File: config.mk
export PLATFORM = sky130hd
export DESIGN_NAME = iq_phase_code_decoder_unit
export DESIGN_NICKNAME = d
export VERILOG_FILES = /design/src/hdl/ipcd_pkg.sv /design/src/hdl/ipcd_ram.sv /design/src/hdl/ipcd_front.sv /design/src/hdl/ipcd_back.sv /design/src/hdl/iq_phase_code_decoder_unit.sv
export SDC_FILE = /design/constraint.sdc
export NUM_CORES = 2
export LEC_CHECK = 0
export BUFFER_PORTS_ARGS = -buffer_cell sky130_fd_sc_hd__buf_2
export CAP_MARGIN = 20
export CORE_MARGIN = 3
export CORE_UTILIZATION = 59
export CTS_BUF_LIST = sky130_fd_sc_hd__clkbuf_4
export DETAILED_ROUTE_END_ITERATION = 7
export PLACE_DENSITY = 0.79
export SLEW_MARGIN = 20
export SYNTH_ARGS = -nofsm -noshare
export SYNTH_HDL_FRONTEND = slang
export SYNTH_HIERARCHICAL = 1
export SYNTH_SLANG_ARGS = --single-unit
File: constraint.sdc
create_clock -name clk_i -period 8.9 [get_ports clk_i]
set_input_delay 0 -clock clk_i [delete_from_list [all_inputs] [get_ports clk_i]]
set_output_delay 0 -clock clk_i [all_outputs]
set_load 0.01 [all_outputs]
File: src/hdl/ipcd_pkg.sv
`timescale 1ns / 1ps
package ipcd_pkg;

  localparam int unsigned MaxBaud  = 16;
  localparam int unsigned IdxW     = $clog2(MaxBaud);
  localparam int unsigned FillW    = IdxW + 1;
  localparam int unsigned SampW    = 64;
  localparam int unsigned QDepth   = 2;
  // Magnitude width of a correlation sum and the divider step count.
  localparam int unsigned DivW     = 20;
  localparam int unsigned DivSteps = 20;

  // Configuration register indexes.
  localparam logic [0:0] RegCodeLength = 1'b0;
  localparam logic [0:0] RegCodeSigns  = 1'b1;

  typedef struct packed {
    logic        last_in;
    logic [15:0] back_q;
    logic [15:0] back_i;
    logic [15:0] main_q;
    logic [15:0] main_i;
  } in_item_t;

  typedef struct packed {
    logic        last_out;
    logic        is_decoded;
    logic [15:0] out_back_q;
    logic [15:0] out_back_i;
    logic [15:0] out_main_q;
    logic [15:0] out_main_i;
  } out_item_t;

  // One classified sample between the front and back parts.
  typedef struct packed {
    logic [SampW-1:0] samp;
    logic             last;
  } cmd_t;

  typedef enum logic [4:0] {
    StIdle  = 5'b00001,
    StRead  = 5'b00010,
    StAcc   = 5'b00100,
    StDiv   = 5'b01000,
    StEmit  = 5'b10000
  } back_state_e;

endpackage

File: src/hdl/ipcd_ram.sv
`timescale 1ns / 1ps
module ipcd_ram #(
  parameter int unsigned Width = 64,
  parameter int unsigned Depth = 16
) (
  input  logic                     clk_i,
  input  logic                     we_i,
  input  logic [$clog2(Depth)-1:0] waddr_i,
  input  logic [Width-1:0]         wdata_i,
  input  logic [$clog2(Depth)-1:0] raddr_i,
  output logic [Width-1:0]         rdata_o
);
  logic [Width-1:0] mem_q [Depth];

  // One write port, one registered read port.
  always_ff @(posedge clk_i) begin
    if (we_i) begin
      mem_q[waddr_i] <= wdata_i;
    end
    rdata_o <= mem_q[raddr_i];
  end
endmodule

File: src/hdl/ipcd_front.sv
`timescale 1ns / 1ps
module ipcd_front import ipcd_pkg::*; (
  input  logic     clk_i,
  input  logic     rst_ni,
  input  logic     push,
  output logic     full,
  input  in_item_t item_i,
  output logic     cmd_valid_o,
  input  logic     cmd_ready_i,
  output cmd_t     cmd_o
);
  cmd_t                    buf_q [QDepth];
  logic [$clog2(QDepth):0] cnt_q, cnt_d;
  logic [$clog2(QDepth)-1:0] wp_q, rp_q;
  logic                    wr, rd;
  logic [15:0]             neg_i, neg_q;

  assign full        = (cnt_q == ($clog2(QDepth)+1)'(QDepth));
  assign wr          = push && !full;
  assign cmd_valid_o = (cnt_q != '0);
  assign rd          = cmd_valid_o && cmd_ready_i;
  assign cmd_o       = buf_q[rp_q];

  // Main pair is inverted with 16-bit wrap before it is queued.
  assign neg_i = 16'(-item_i.main_i);
  assign neg_q = 16'(-item_i.main_q);

  always_comb begin
    cnt_d = cnt_q;
    if (wr && !rd) cnt_d = cnt_q + 1'b1;
    else if (!wr && rd) cnt_d = cnt_q - 1'b1;
  end

  always_ff @(posedge clk_i or negedge rst_ni) begin
    if (!rst_ni) begin
      cnt_q <= '0;
      wp_q  <= '0;
      rp_q  <= '0;
    end else begin
      cnt_q <= cnt_d;
      if (wr) wp_q <= wp_q + 1'b1;
      if (rd) rp_q <= rp_q + 1'b1;
    end
  end

  // Queue payload.
  always_ff @(posedge clk_i) begin
    if (wr) begin
      buf_q[wp_q] <= '{samp: {item_i.back_q, item_i.back_i, neg_q, neg_i},
                       last: item_i.last_in};
    end
  end
endmodule

File: src/hdl/ipcd_back.sv
`timescale 1ns / 1ps
module ipcd_back import ipcd_pkg::*; (
  input  logic        clk_i,
  input  logic        rst_ni,
  input  logic [4:0]  code_length_i,
  input  logic [15:0] code_signs_i,
  input  logic        cmd_valid_i,
  output logic        cmd_ready_o,
  input  cmd_t        cmd_i,
  output logic        empty,
  input  logic        pop,
  output out_item_t   res_o
);
  back_state_e        state_q, state_d;
  logic [FillW-1:0]   fill_q, len;
  logic [FillW:0]     len_ext;
  logic [IdxW-1:0]    head_q, tap_q, raddr, waddr;
  logic               last_q, dec_q, ov_q, ov_d;
  logic [SampW-1:0]   rdata;
  logic signed [20:0] acc_q [4];
  logic [DivW-1:0]    num_q [4];
  logic [5:0]         rem_q [4];
  logic               sgn_q [4];
  logic [5:0]         trial [4];
  logic               fit [4];
  logic [15:0]        raw_q [4];
  logic [15:0]        res_val [4];
  logic [4:0]         dstep_q;
  logic               ram_we, tap_last, plus, dec_go, drain_go;
  out_item_t          res_q;

  // Effective length, zero acts as one, clamped to the window depth.
  always_comb begin
    if (code_length_i == '0) len = FillW'(1);
    else if (code_length_i > 5'(MaxBaud)) len = FillW'(MaxBaud);
    else len = FillW'(code_length_i);
  end

  assign len_ext     = {1'b0, len};
  assign cmd_ready_o = (state_q == StIdle);
  assign ram_we      = cmd_valid_i && cmd_ready_o;
  assign waddr       = head_q + fill_q[IdxW-1:0];
  // The read port runs one tap ahead of the accumulator.
  assign raddr       = (state_q == StAcc) ? head_q + tap_q + IdxW'(1) : head_q;
  assign empty       = !ov_q;
  assign res_o       = res_q;
  assign tap_last    = ({1'b0, tap_q} == len - FillW'(1));
  assign plus        = code_signs_i[tap_q];
  assign dec_go      = (fill_q >= len);
  assign drain_go    = last_q && (fill_q != '0);

  ipcd_ram #(.Width(SampW), .Depth(MaxBaud)) u_win (
    .clk_i   (clk_i),
    .we_i    (ram_we),
    .waddr_i (waddr),
    .wdata_i (cmd_i.samp),
    .raddr_i (raddr),
    .rdata_o (rdata)
  );

  // Sequencer: store sample, then emit while the window is full or draining.
  always_comb begin
    state_d = state_q;
    case (state_q)
      StIdle:  if (ram_we) state_d = StRead;
      StRead:  state_d = (dec_go || drain_go) ? StAcc : StIdle;
      StAcc:   begin
        if (!dec_q || tap_last) state_d = dec_q ? StDiv : StEmit;
      end
      StDiv:   if (dstep_q == 5'd1) state_d = StEmit;
      StEmit:  if (!ov_q) state_d = StRead;
      default: state_d = StIdle;
    endcase
  end

  // Result register flag: set on emit, cleared by a result transfer.
  always_comb begin
    ov_d = ov_q;
    if (ov_q && pop) ov_d = 1'b0;
    if (state_q == StEmit && !ov_q) ov_d = 1'b1;
  end

  always_ff @(posedge clk_i or negedge rst_ni) begin
    if (!rst_ni) begin
      state_q <= StIdle;
      fill_q  <= '0;
      head_q  <= '0;
      last_q  <= 1'b0;
      ov_q    <= 1'b0;
      tap_q   <= '0;
      dstep_q <= '0;
      dec_q   <= 1'b0;
    end else begin
      state_q <= state_d;
      ov_q    <= ov_d;
      case (state_q)
        StIdle: begin
          if (ram_we) begin
            fill_q <= fill_q + 1'b1;
            last_q <= cmd_i.last;
          end
        end
        StRead: begin
          dec_q <= dec_go && (len > FillW'(1));
          // A finished sequence restarts the window at entry zero.
          if (!dec_go && !drain_go && last_q) begin
            head_q <= '0;
            last_q <= 1'b0;
          end
        end
        StAcc: begin
          if (dec_q && !tap_last) tap_q <= tap_q + 1'b1;
          if (dec_q && tap_last) dstep_q <= 5'(DivSteps + 1);
        end
        StDiv: dstep_q <= dstep_q - 1'b1;
        StEmit: begin
          if (!ov_q) begin
            head_q <= head_q + 1'b1;
            fill_q <= fill_q - 1'b1;
            tap_q  <= '0;
          end
        end
        default: ;
      endcase
    end
  end

  // One restoring division step per lane.
  always_comb begin
    for (int j = 0; j < 4; j++) begin
      trial[j] = {rem_q[j][4:0], num_q[j][DivW-1]};
      fit[j]   = (trial[j] >= len_ext);
    end
  end

  // Final lane values: signed quotient wrapped to 16 bits, or the raw sample.
  always_comb begin
    for (int j = 0; j < 4; j++) begin
      if (!dec_q) res_val[j] = raw_q[j];
      else if (sgn_q[j]) res_val[j] = 16'(-num_q[j]);
      else res_val[j] = num_q[j][15:0];
    end
  end

  // Datapath: accumulate over the code taps, then divide the magnitude.
  always_ff @(posedge clk_i) begin
    if (state_q == StRead) begin
      for (int j = 0; j < 4; j++) acc_q[j] <= '0;
    end
    if (state_q == StAcc) begin
      for (int j = 0; j < 4; j++) begin
        if (tap_q == '0) raw_q[j] <= rdata[16*j +: 16];
        if (plus) acc_q[j] <= acc_q[j] + 21'(signed'(rdata[16*j +: 16]));
        else      acc_q[j] <= acc_q[j] - 21'(signed'(rdata[16*j +: 16]));
      end
    end
    if (state_q == StDiv) begin
      for (int j = 0; j < 4; j++) begin
        if (dstep_q == 5'(DivSteps + 1)) begin
          sgn_q[j] <= acc_q[j][20];
          num_q[j] <= DivW'(acc_q[j][20] ? -acc_q[j] : acc_q[j]);
          rem_q[j] <= '0;
        end else if (fit[j]) begin
          rem_q[j] <= trial[j] - len_ext;
          num_q[j] <= {num_q[j][DivW-2:0], 1'b1};
        end else begin
          rem_q[j] <= trial[j];
          num_q[j] <= {num_q[j][DivW-2:0], 1'b0};
        end
      end
    end
    if (state_q == StEmit && !ov_q) begin
      res_q <= '{last_out:   last_q && (fill_q == FillW'(1)),
                 is_decoded: dec_q,
                 out_back_q: res_val[3],
                 out_back_i: res_val[2],
                 out_main_q: res_val[1],
                 out_main_i: res_val[0]};
    end
  end
endmodule

File: src/hdl/iq_phase_code_decoder_unit.sv
`timescale 1ns / 1ps
// Binary phase code pulse compressor for paired main / back I/Q samples.
// Input: push with full; an item transfers at a clock edge with push high
// and full low. Results: empty with pop; the oldest result sits on res_o
// while empty is low and transfers at an edge with pop high.
// Configuration: cfg_valid_i/cfg_ready_o with cfg_index_i and cfg_data_i;
// register 0 is the code length, register 1 the code sign bits. cfg_ready_o
// is high only while no item is queued or being worked on.
// A two-entry queue parts the front (main inversion) from the back
// sequencer, which keeps a 16-entry window RAM, walks one code tap per
// cycle and runs a 20-step restoring divide by the length L.
// The back part takes a new sample from the queue only after it has
// emitted every result that its last sample caused; a decoded result
// passes the accumulate and divide states, a raw one skips the divide.
// Reset empties the window, the queue and the result flag; code length
// returns to 1 and the code signs to all ones.
// When the receiver stalls, the result holds, the back part waits to emit
// and the front queue takes items until full is raised.
module iq_phase_code_decoder_unit import ipcd_pkg::*; (
  input  logic        clk_i,
  input  logic        rst_ni,
  input  logic        push,
  output logic        full,
  input  in_item_t    item_i,
  output logic        empty,
  input  logic        pop,
  output out_item_t   res_o,
  input  logic        cfg_valid_i,
  output logic        cfg_ready_o,
  input  logic [0:0]  cfg_index_i,
  input  logic [15:0] cfg_data_i
);
  logic [4:0]  code_length_q;
  logic [15:0] code_signs_q;
  logic        cmd_valid, cmd_ready;
  cmd_t        cmd;

  // Writes are taken only while the queue is empty and the back part idles.
  assign cfg_ready_o = cmd_ready && !cmd_valid;

  // Configuration registers.
  always_ff @(posedge clk_i or negedge rst_ni) begin
    if (!rst_ni) begin
      code_length_q <= 5'd1;
      code_signs_q  <= 16'hFFFF;
    end else if (cfg_valid_i && cfg_ready_o) begin
      case (cfg_index_i)
        RegCodeLength: code_length_q <= cfg_data_i[4:0];
        RegCodeSigns:  code_signs_q  <= cfg_data_i;
        default: ;
      endcase
    end
  end

  ipcd_front u_front (
    .clk_i, .rst_ni, .push, .full, .item_i,
    .cmd_valid_o (cmd_valid), .cmd_ready_i (cmd_ready), .cmd_o (cmd)
  );

  ipcd_back u_back (
    .clk_i, .rst_ni,
    .code_length_i (code_length_q), .code_signs_i (code_signs_q),
    .cmd_valid_i (cmd_valid), .cmd_ready_o (cmd_ready), .cmd_i (cmd),
    .empty, .pop, .res_o
  );
endmodule

After elaboration in Yosys (flattened, before gate mapping)
Memory sizes are Yosys's and may differ from the RTL's. A register that Yosys moved wholly into a read port is not among the register bits.
Index checks and enable logic that the tools add are counted.
Widths: inputs -> output; s select.
- register bits after elaboration: 117
- RAM bits: 1410
- bits of input ports: 87
- logic and storage cells: 272
- memories: 7
- add/sub/neg operators: 35
- magnitude comparators: 8
- equality and inequality tests: 17
- multiplexer cells: 116
- bitwise gates (word level): 25
- reduce and logical (&&, ||, !) cells: 45
- memory list (memory ; words ; bits a word ; rd ports ; clocked after memory_dff ; write ports ; line ; RTL):
    u_back.u_win.mem_q ; 16 ; 64 ; 1 ; 1 ; 1 ; ipcd_ram.sv:13 ; logic [Width-1:0] mem_q [Depth];
    u_front.buf_q ; 2 ; 65 ; 1 ; 0 ; 1 ; ipcd_front.sv:12 ; cmd_t buf_q [QDepth];
    u_back.acc_q ; 4 ; 21 ; 4 ; 0 ; 4 ; ipcd_back.sv:20 ; logic signed [20:0] acc_q [4];
    u_back.num_q ; 4 ; 20 ; 4 ; 0 ; 4 ; ipcd_back.sv:21 ; logic [DivW-1:0] num_q [4];
    u_back.raw_q ; 4 ; 16 ; 4 ; 0 ; 4 ; ipcd_back.sv:26 ; logic [15:0] raw_q [4];
    u_back.rem_q ; 4 ; 6 ; 4 ; 0 ; 4 ; ipcd_back.sv:22 ; logic [5:0] rem_q [4];
    1 more memories ; -- ; -- ; -- ; -- ; -- ; -- ;
- operators by type and width (cell ; count):
    $mux 20 ; 12
    $mux 21 ; 8
    $mux 16 ; 8
    $neg 16->16 ; 6
    $add 21x16->21 ; 4
    $sub 21x16->21 ; 4
    $neg 20->20 ; 4
    $mux 1 ; 55
    $mux 5 ; 10
    $mux 6 ; 8
    $pmux 5 s5 ; 1
    $ge 6x5->1 ; 4
    $or 1x1->1 ; 24
    $sub 6x5->6 ; 4
    $mux 4 ; 5
    $pmux 5 s2 ; 2
    $pmux 4 s2 ; 2
    $reduce_bool 2->1 ; 8
    $eq 5x1->1 const B ; 3
    $logic_and 1x1->1 ; 15
    $sub 5x1->5 const B ; 3
    $add 4x1->4 const B ; 3
    $ne 2x1->1 const B ; 6
    $reduce_and 3->1 ; 4
    other kinds (28) ; 43

Logic depth before layout (Yosys ltp)
- depth in word-level cells: 10
- mapped depth: 18
- depth with buffers taken out: 17

Cells and area by module
Netlist, hierarchy kept.
- by module, submodules not included (module ; times used ; cells an instance ; area each (um^2)):
    ipcd_ram ; 1 ; 1647 ; 39581.7
    ipcd_back ; 1 ; 2250 ; 22671.7
    ipcd_front ; 1 ; 296 ; 5367.6
    iq_phase_code_decoder_unit ; 1 ; 46 ; 874.6

Worst setup path after synthesis
Ideal clock, no wire load.
- path type: register to register
- start: register u_back.state_q[3]
- end: memory u_back.raw_q[0][0] (enable)
- setup time: 0.666 ns
- arrival: 7.750 ns
- required time: 8.234 ns
- path slack: 0.483 ns
- stages on the path, launching flop included: 6
- clock period less this slack: 8.417 ns
- path through: dfrtp_1 -> nor3_1 -> nand3b_1 -> clkbuf_1 -> clkbuf_1 -> nor4b_1
- RTL lines (what ; line ; RTL):
    start, declared ; ipcd_back.sv:14 ; back_state_e state_q, state_d;
    start signal, assigned ; ipcd_back.sv:85 ; state_q <= StIdle;
    start signal, assigned ; ipcd_back.sv:94 ; state_q <= state_d;
    end, declared ; ipcd_back.sv:26 ;

==> results.sh <==
export IMPL_critPathMaxFanout=41
export IMPL_h_tree_depth=5
export IMPL_seqCellArea_um2=46800
export IMPL_fin_ws_ns=3.24
export IMPL_drt_iter0_drc=5111
export IMPL_wl_met1_um=62900
export IMPL_port_buffers=155
export IMPL_path_class="register to register"
export IMPL_grt_start_max_net_pins=99
export IMPL_finalCritPeriodShare_pct=63.6
export IMPL_nets=5157
export IMPL_final_layout_size_suffix_gt1_share_pct=24.4
export IMPL_fin_crit_ns=5.66
export IMPL_vdd_drop_max_mv=0.232
export IMPL_initial_core_util_pct=59.7
export IMPL_die_w_um=347
export IMPL_slew_headroom_pct=16.7
export IMPL_areaGrowthSynthToFinish_pct=14.5
export IMPL_netlist_area_leader_share_pct=64.5
export IMPL_synthArstFlopShare_pct=3.21
export IMPL_grt_overflow_total=0
export IMPL_yosysSeqAreaShare_pct=68.3
export IMPL_drt_pass1_iterations=6
export IMPL_cts_sinks=1587
export IMPL_drc=0
export IMPL_pre_cts_ws_ns=3.28
export IMPL_grt_pass1_wl_um=254000
export IMPL_power_density_nw_per_um2=306
export IMPL_slew_violations=0
export IMPL_routed_top_layer="met5"
export IMPL_clock_root_buffer="clkbuf_4"
export IMPL_synth_warning_count=6
export IMPL_tightestPinTransition_ns=1.25
export IMPL_synth_distinct_cells=80
export IMPL_crit_path_end_kind="register"
export IMPL_wl_met2_um=81500
export IMPL_rows=124
export IMPL_synth_edf_count=1472
export IMPL_via_per_inst=6.18
export IMPL_place_gp_congestion=0.885
export IMPL_rsz0062_at_grt="false"
export IMPL_finalInstanceArea_um2=78400
export IMPL_cts_made_buffers=397
export IMPL_synth_area_leader_cell="edfxtp_1"
export IMPL_route_detailed_wl_per_inst_um=25.0
export IMPL_timing_rr_start="u_back/tap_q[0]"
export IMPL_postCtsResizedCells=0
export IMPL_ff2ff_setup_slack_ns=3.24
export IMPL_clk_pin_slew_worst_paths_ns=0.07
export IMPL_avgSynthCellArea_um2=16.2
export IMPL_clock_latency_ns=1.23
export IMPL_cts_tree="yes"
export IMPL_wl_um=168000
export IMPL_start_kind="register"
export IMPL_cap_viol_max_count=0
export IMPL_p_leak_nw=27.1
export IMPL_route_met3_wl_um=18400
export IMPL_hold_class="primary input to register"
export IMPL_cts_buffer_depth=4
export IMPL_clock_fmax_mhz=177
export IMPL_grt_pass1_vias=41900
export IMPL_core_area_um2=115000
export IMPL_io_pins=156
export IMPL_antenna_found_initial=14
export IMPL_die_h_um=347
export IMPL_arrival_ns=6.56
export IMPL_holdPathEnd="u_front/buf_q[0][42]"
export IMPL_worstHoldStart="item_i[41]"
export IMPL_hpwl_um=90400
export IMPL_synth_ff_type="edfxtp_1"
export IMPL_synth_seq_cells=1587
export IMPL_syn_area_um2=68500
export IMPL_skew_ns=0.104
export IMPL_synth_area_leaders="edfxtp_1 65%, mux4_2 8.6%, ha_1 2.8%, xor2_1 2.1%, dfxtp_1 1.9%"
export IMPL_crit_start="u_back/tap_q[0]"
export IMPL_final_antenna_net_count=0
export IMPL_status="finished clean"
export IMPL_setup_viol=0
export IMPL_hold_viol=0
export IMPL_tns_ns=0
export IMPL_num_vias=41548
export IMPL_num_fill_cells=7407
export IMPL_multi_input_area_um2=20600
export IMPL_placed_area_um2=71000
export IMPL_syn_nets=4488
export IMPL_grt_use_total_pct=28.0
export IMPL_r2r_end="u_back/acc_q[0][19]"
export IMPL_dieArea_um2=120000
export IMPL_worstPathRequired_ns=9.80
export IMPL_holdPathStages=3
export IMPL_synthCells=4239
export IMPL_ff2ff_path_depth=17
[cells in the mapped netlist (17+ instances only)]
| cell type | count |
|---|---|
| nand2b_1 | 32 |
| mux4_2 | 261 |
| o41ai_1 | 17 |
| xnor2_1 | 131 |
| buf_1 | 22 |
| nor3_1 | 62 |
| buf_2 | 20 |
| dfxtp_1 | 64 |
| xor2_1 | 164 |
| or3_1 | 21 |
| edfxtp_1 | 1472 |
| a22oi_1 | 130 |
| dfstp_2 | 18 |
| nand3_1 | 26 |
| nor2_1 | 241 |
| o21a_1 | 27 |
| ha_1 | 151 |
| a21o_1 | 35 |
| a21oi_1 | 143 |
| inv_1 | 111 |
| mux2_2 | 106 |
| nand2_1 | 265 |
| o31ai_1 | 52 |
| mux2i_1 | 24 |
| nor2b_1 | 32 |
| clkbuf_1 | 118 |
| or4_1 | 31 |
| o21ai_0 | 185 |
| dfrtp_1 | 33 |
[per-stage QoR]
stage	util, %	hold slack, ns	power, mW	cells
after detailed placement	61.8	0.162	17.8	5778
after floorplan	-	-0.296	16.0	4239
after global routing	68.3	0.0568	25.2	6717
final	68.3	0.139	24.0	6723
after global placement	61.8	0.154	17.5	5776
after CTS	68.2	0.0166	23.8	6713
[report_power, final]
| group | internal, mW | total [mW] | switching (mW) |
|---|---|---|---|
| sequential | 10.1 | 10.8 | 0.736 |
| clock | 3.13 | 6.01 | 2.88 |
| combinational | 2.94 | 7.18 | 4.24 |
| total | 16.1 | 24.0 | 7.86 |
[cells in the final DEF, fill, tap and decap left out, types with 17 or more instances in the layout]
cell type | Yosys | final
mux2i_1 | 24 | 24
or4_1 | 31 | 31
a21oi_1 | 143 | 143
a22oi_1 | 130 | 130
clkbuf_4 | 0 | 573
nand2_1 | 265 | 264
ha_1 | 151 | 151
dlygate4sd3_1 | 0 | 240
mux4_2 | 261 | 261
o21ai_0 | 185 | 183
edfxtp_1 | 1472 | 1472
nor2b_1 | 32 | 30
xor2_1 | 164 | 164
o31ai_1 | 52 | 52
dfstp_2 | 18 | 18
nand2b_1 | 32 | 32
buf_2 | 20 | 155
nor3_1 | 62 | 58
o21a_1 | 27 | 27
dfrtp_1 | 33 | 31
nor2_1 | 241 | 226
dfxtp_1 | 64 | 64
mux2_2 | 106 | 106
clkinv_1 | 1 | 92
o41ai_1 | 17 | 17
inv_1 | 111 | 110
nand3_1 | 26 | 26
buf_4 | 6 | 49
xnor2_1 | 131 | 131
a21o_1 | 35 | 35
or3_1 | 21 | 21
[flip-flops by register name (all words and copies together) (netlist names)]
| name | flops |
|---|---|
| u_back/state_q | 5 |
| u_back/raw_q | 64 |
| u_front/wp_q | 1 |
| u_back/head_q | 4 |
| u_back/dstep_q | 5 |
| u_back/num_q | 80 |
| code_signs_q | 16 |
| u_back/u_win/rdata_o | 64 |
| code_length_q | 5 |
| u_back/res_o | 66 |
| u_back/acc_q | 84 |
| u_back/rem_q | 20 |
| u_back/tap_q | 4 |
| u_front/buf_q | 130 |
| u_front/cnt_q | 2 |
| u_back/ov_q | 1 |
| u_back/last_q | 1 |
| u_back/fill_q | 5 |
| u_back/sgn_q | 4 |
| u_front/rp_q | 1 |
| u_back/u_win/mem_q | 1024 |
| u_back/dec_q | 1 |
[final cells by class]
cell class,count,area share [%]
inverter,112,0.541
multi-input combinational,2360,26.3
tap,1512,2.41
timing repair buffer,450,4.69
antenna,8,0.0255
clock inverter,121,0.836
clock buffer,573,5.49
sequential,1587,59.7
[worst max-delay path by stage]
stage / to / slack [ns] / depth (start not counted)
CTS: u_back/acc_q[0][19] / 3.21 / 17
detailed placement: u_back/acc_q[0][19] / 3.28 / 17
global route: u_back/acc_q[0][19] / 2.93 / 17
global placement: u_back/acc_q[0][19] / 3.32 / 17
floorplan: u_back/raw_q[0][0] / 0.48 / 5
finish: u_back/acc_q[0][19] / 3.24 / 17
[worst max-delay path, cell delays in order, from the launching register on]
cell and delay [ns]:
dfrtp_1 0.62, mux4_2 0.58, mux4_2 0.83, nand2b_1 0.28, buf_4 0.23, nor2_1 0.13
a21o_1 0.14, inv_1 0.05, ha_1 0.25, nor2b_1 0.14, o31a_1 0.27, or4_1 0.41
a21oi_1 0.29, o21ai_1 0.18, a41o_1 0.29, a211o_1 0.30, o31ai_1 0.28, mux2i_1 0.12
[kinds of logic after synthesis]
group	synth area share (%)
DFF	68.3
and+or+nand+nor	5.60
AOI/OAI and AO/OA	6.47
muxes	10.9
xor gates and xnor gates	3.77
buffers and inverters	1.82
adders and majority gates	3.14
[repair_timing]
| item | in CTS | in global routing |
|---|---|---|
| buffers inserted | 0 | 0 |
| hold endpoints to repair | 336 | 0 |
| hold buffers | 241 | 0 |
[per-layer routing]
layer  vias to the layer above  track usage, %
li1                      18125               -
met1                     20434            37.7
met2                      2587            44.9
met3                       398            6.88
met4                         4            10.4
met5                         -               0
Power figures use the tool's default switching activity.
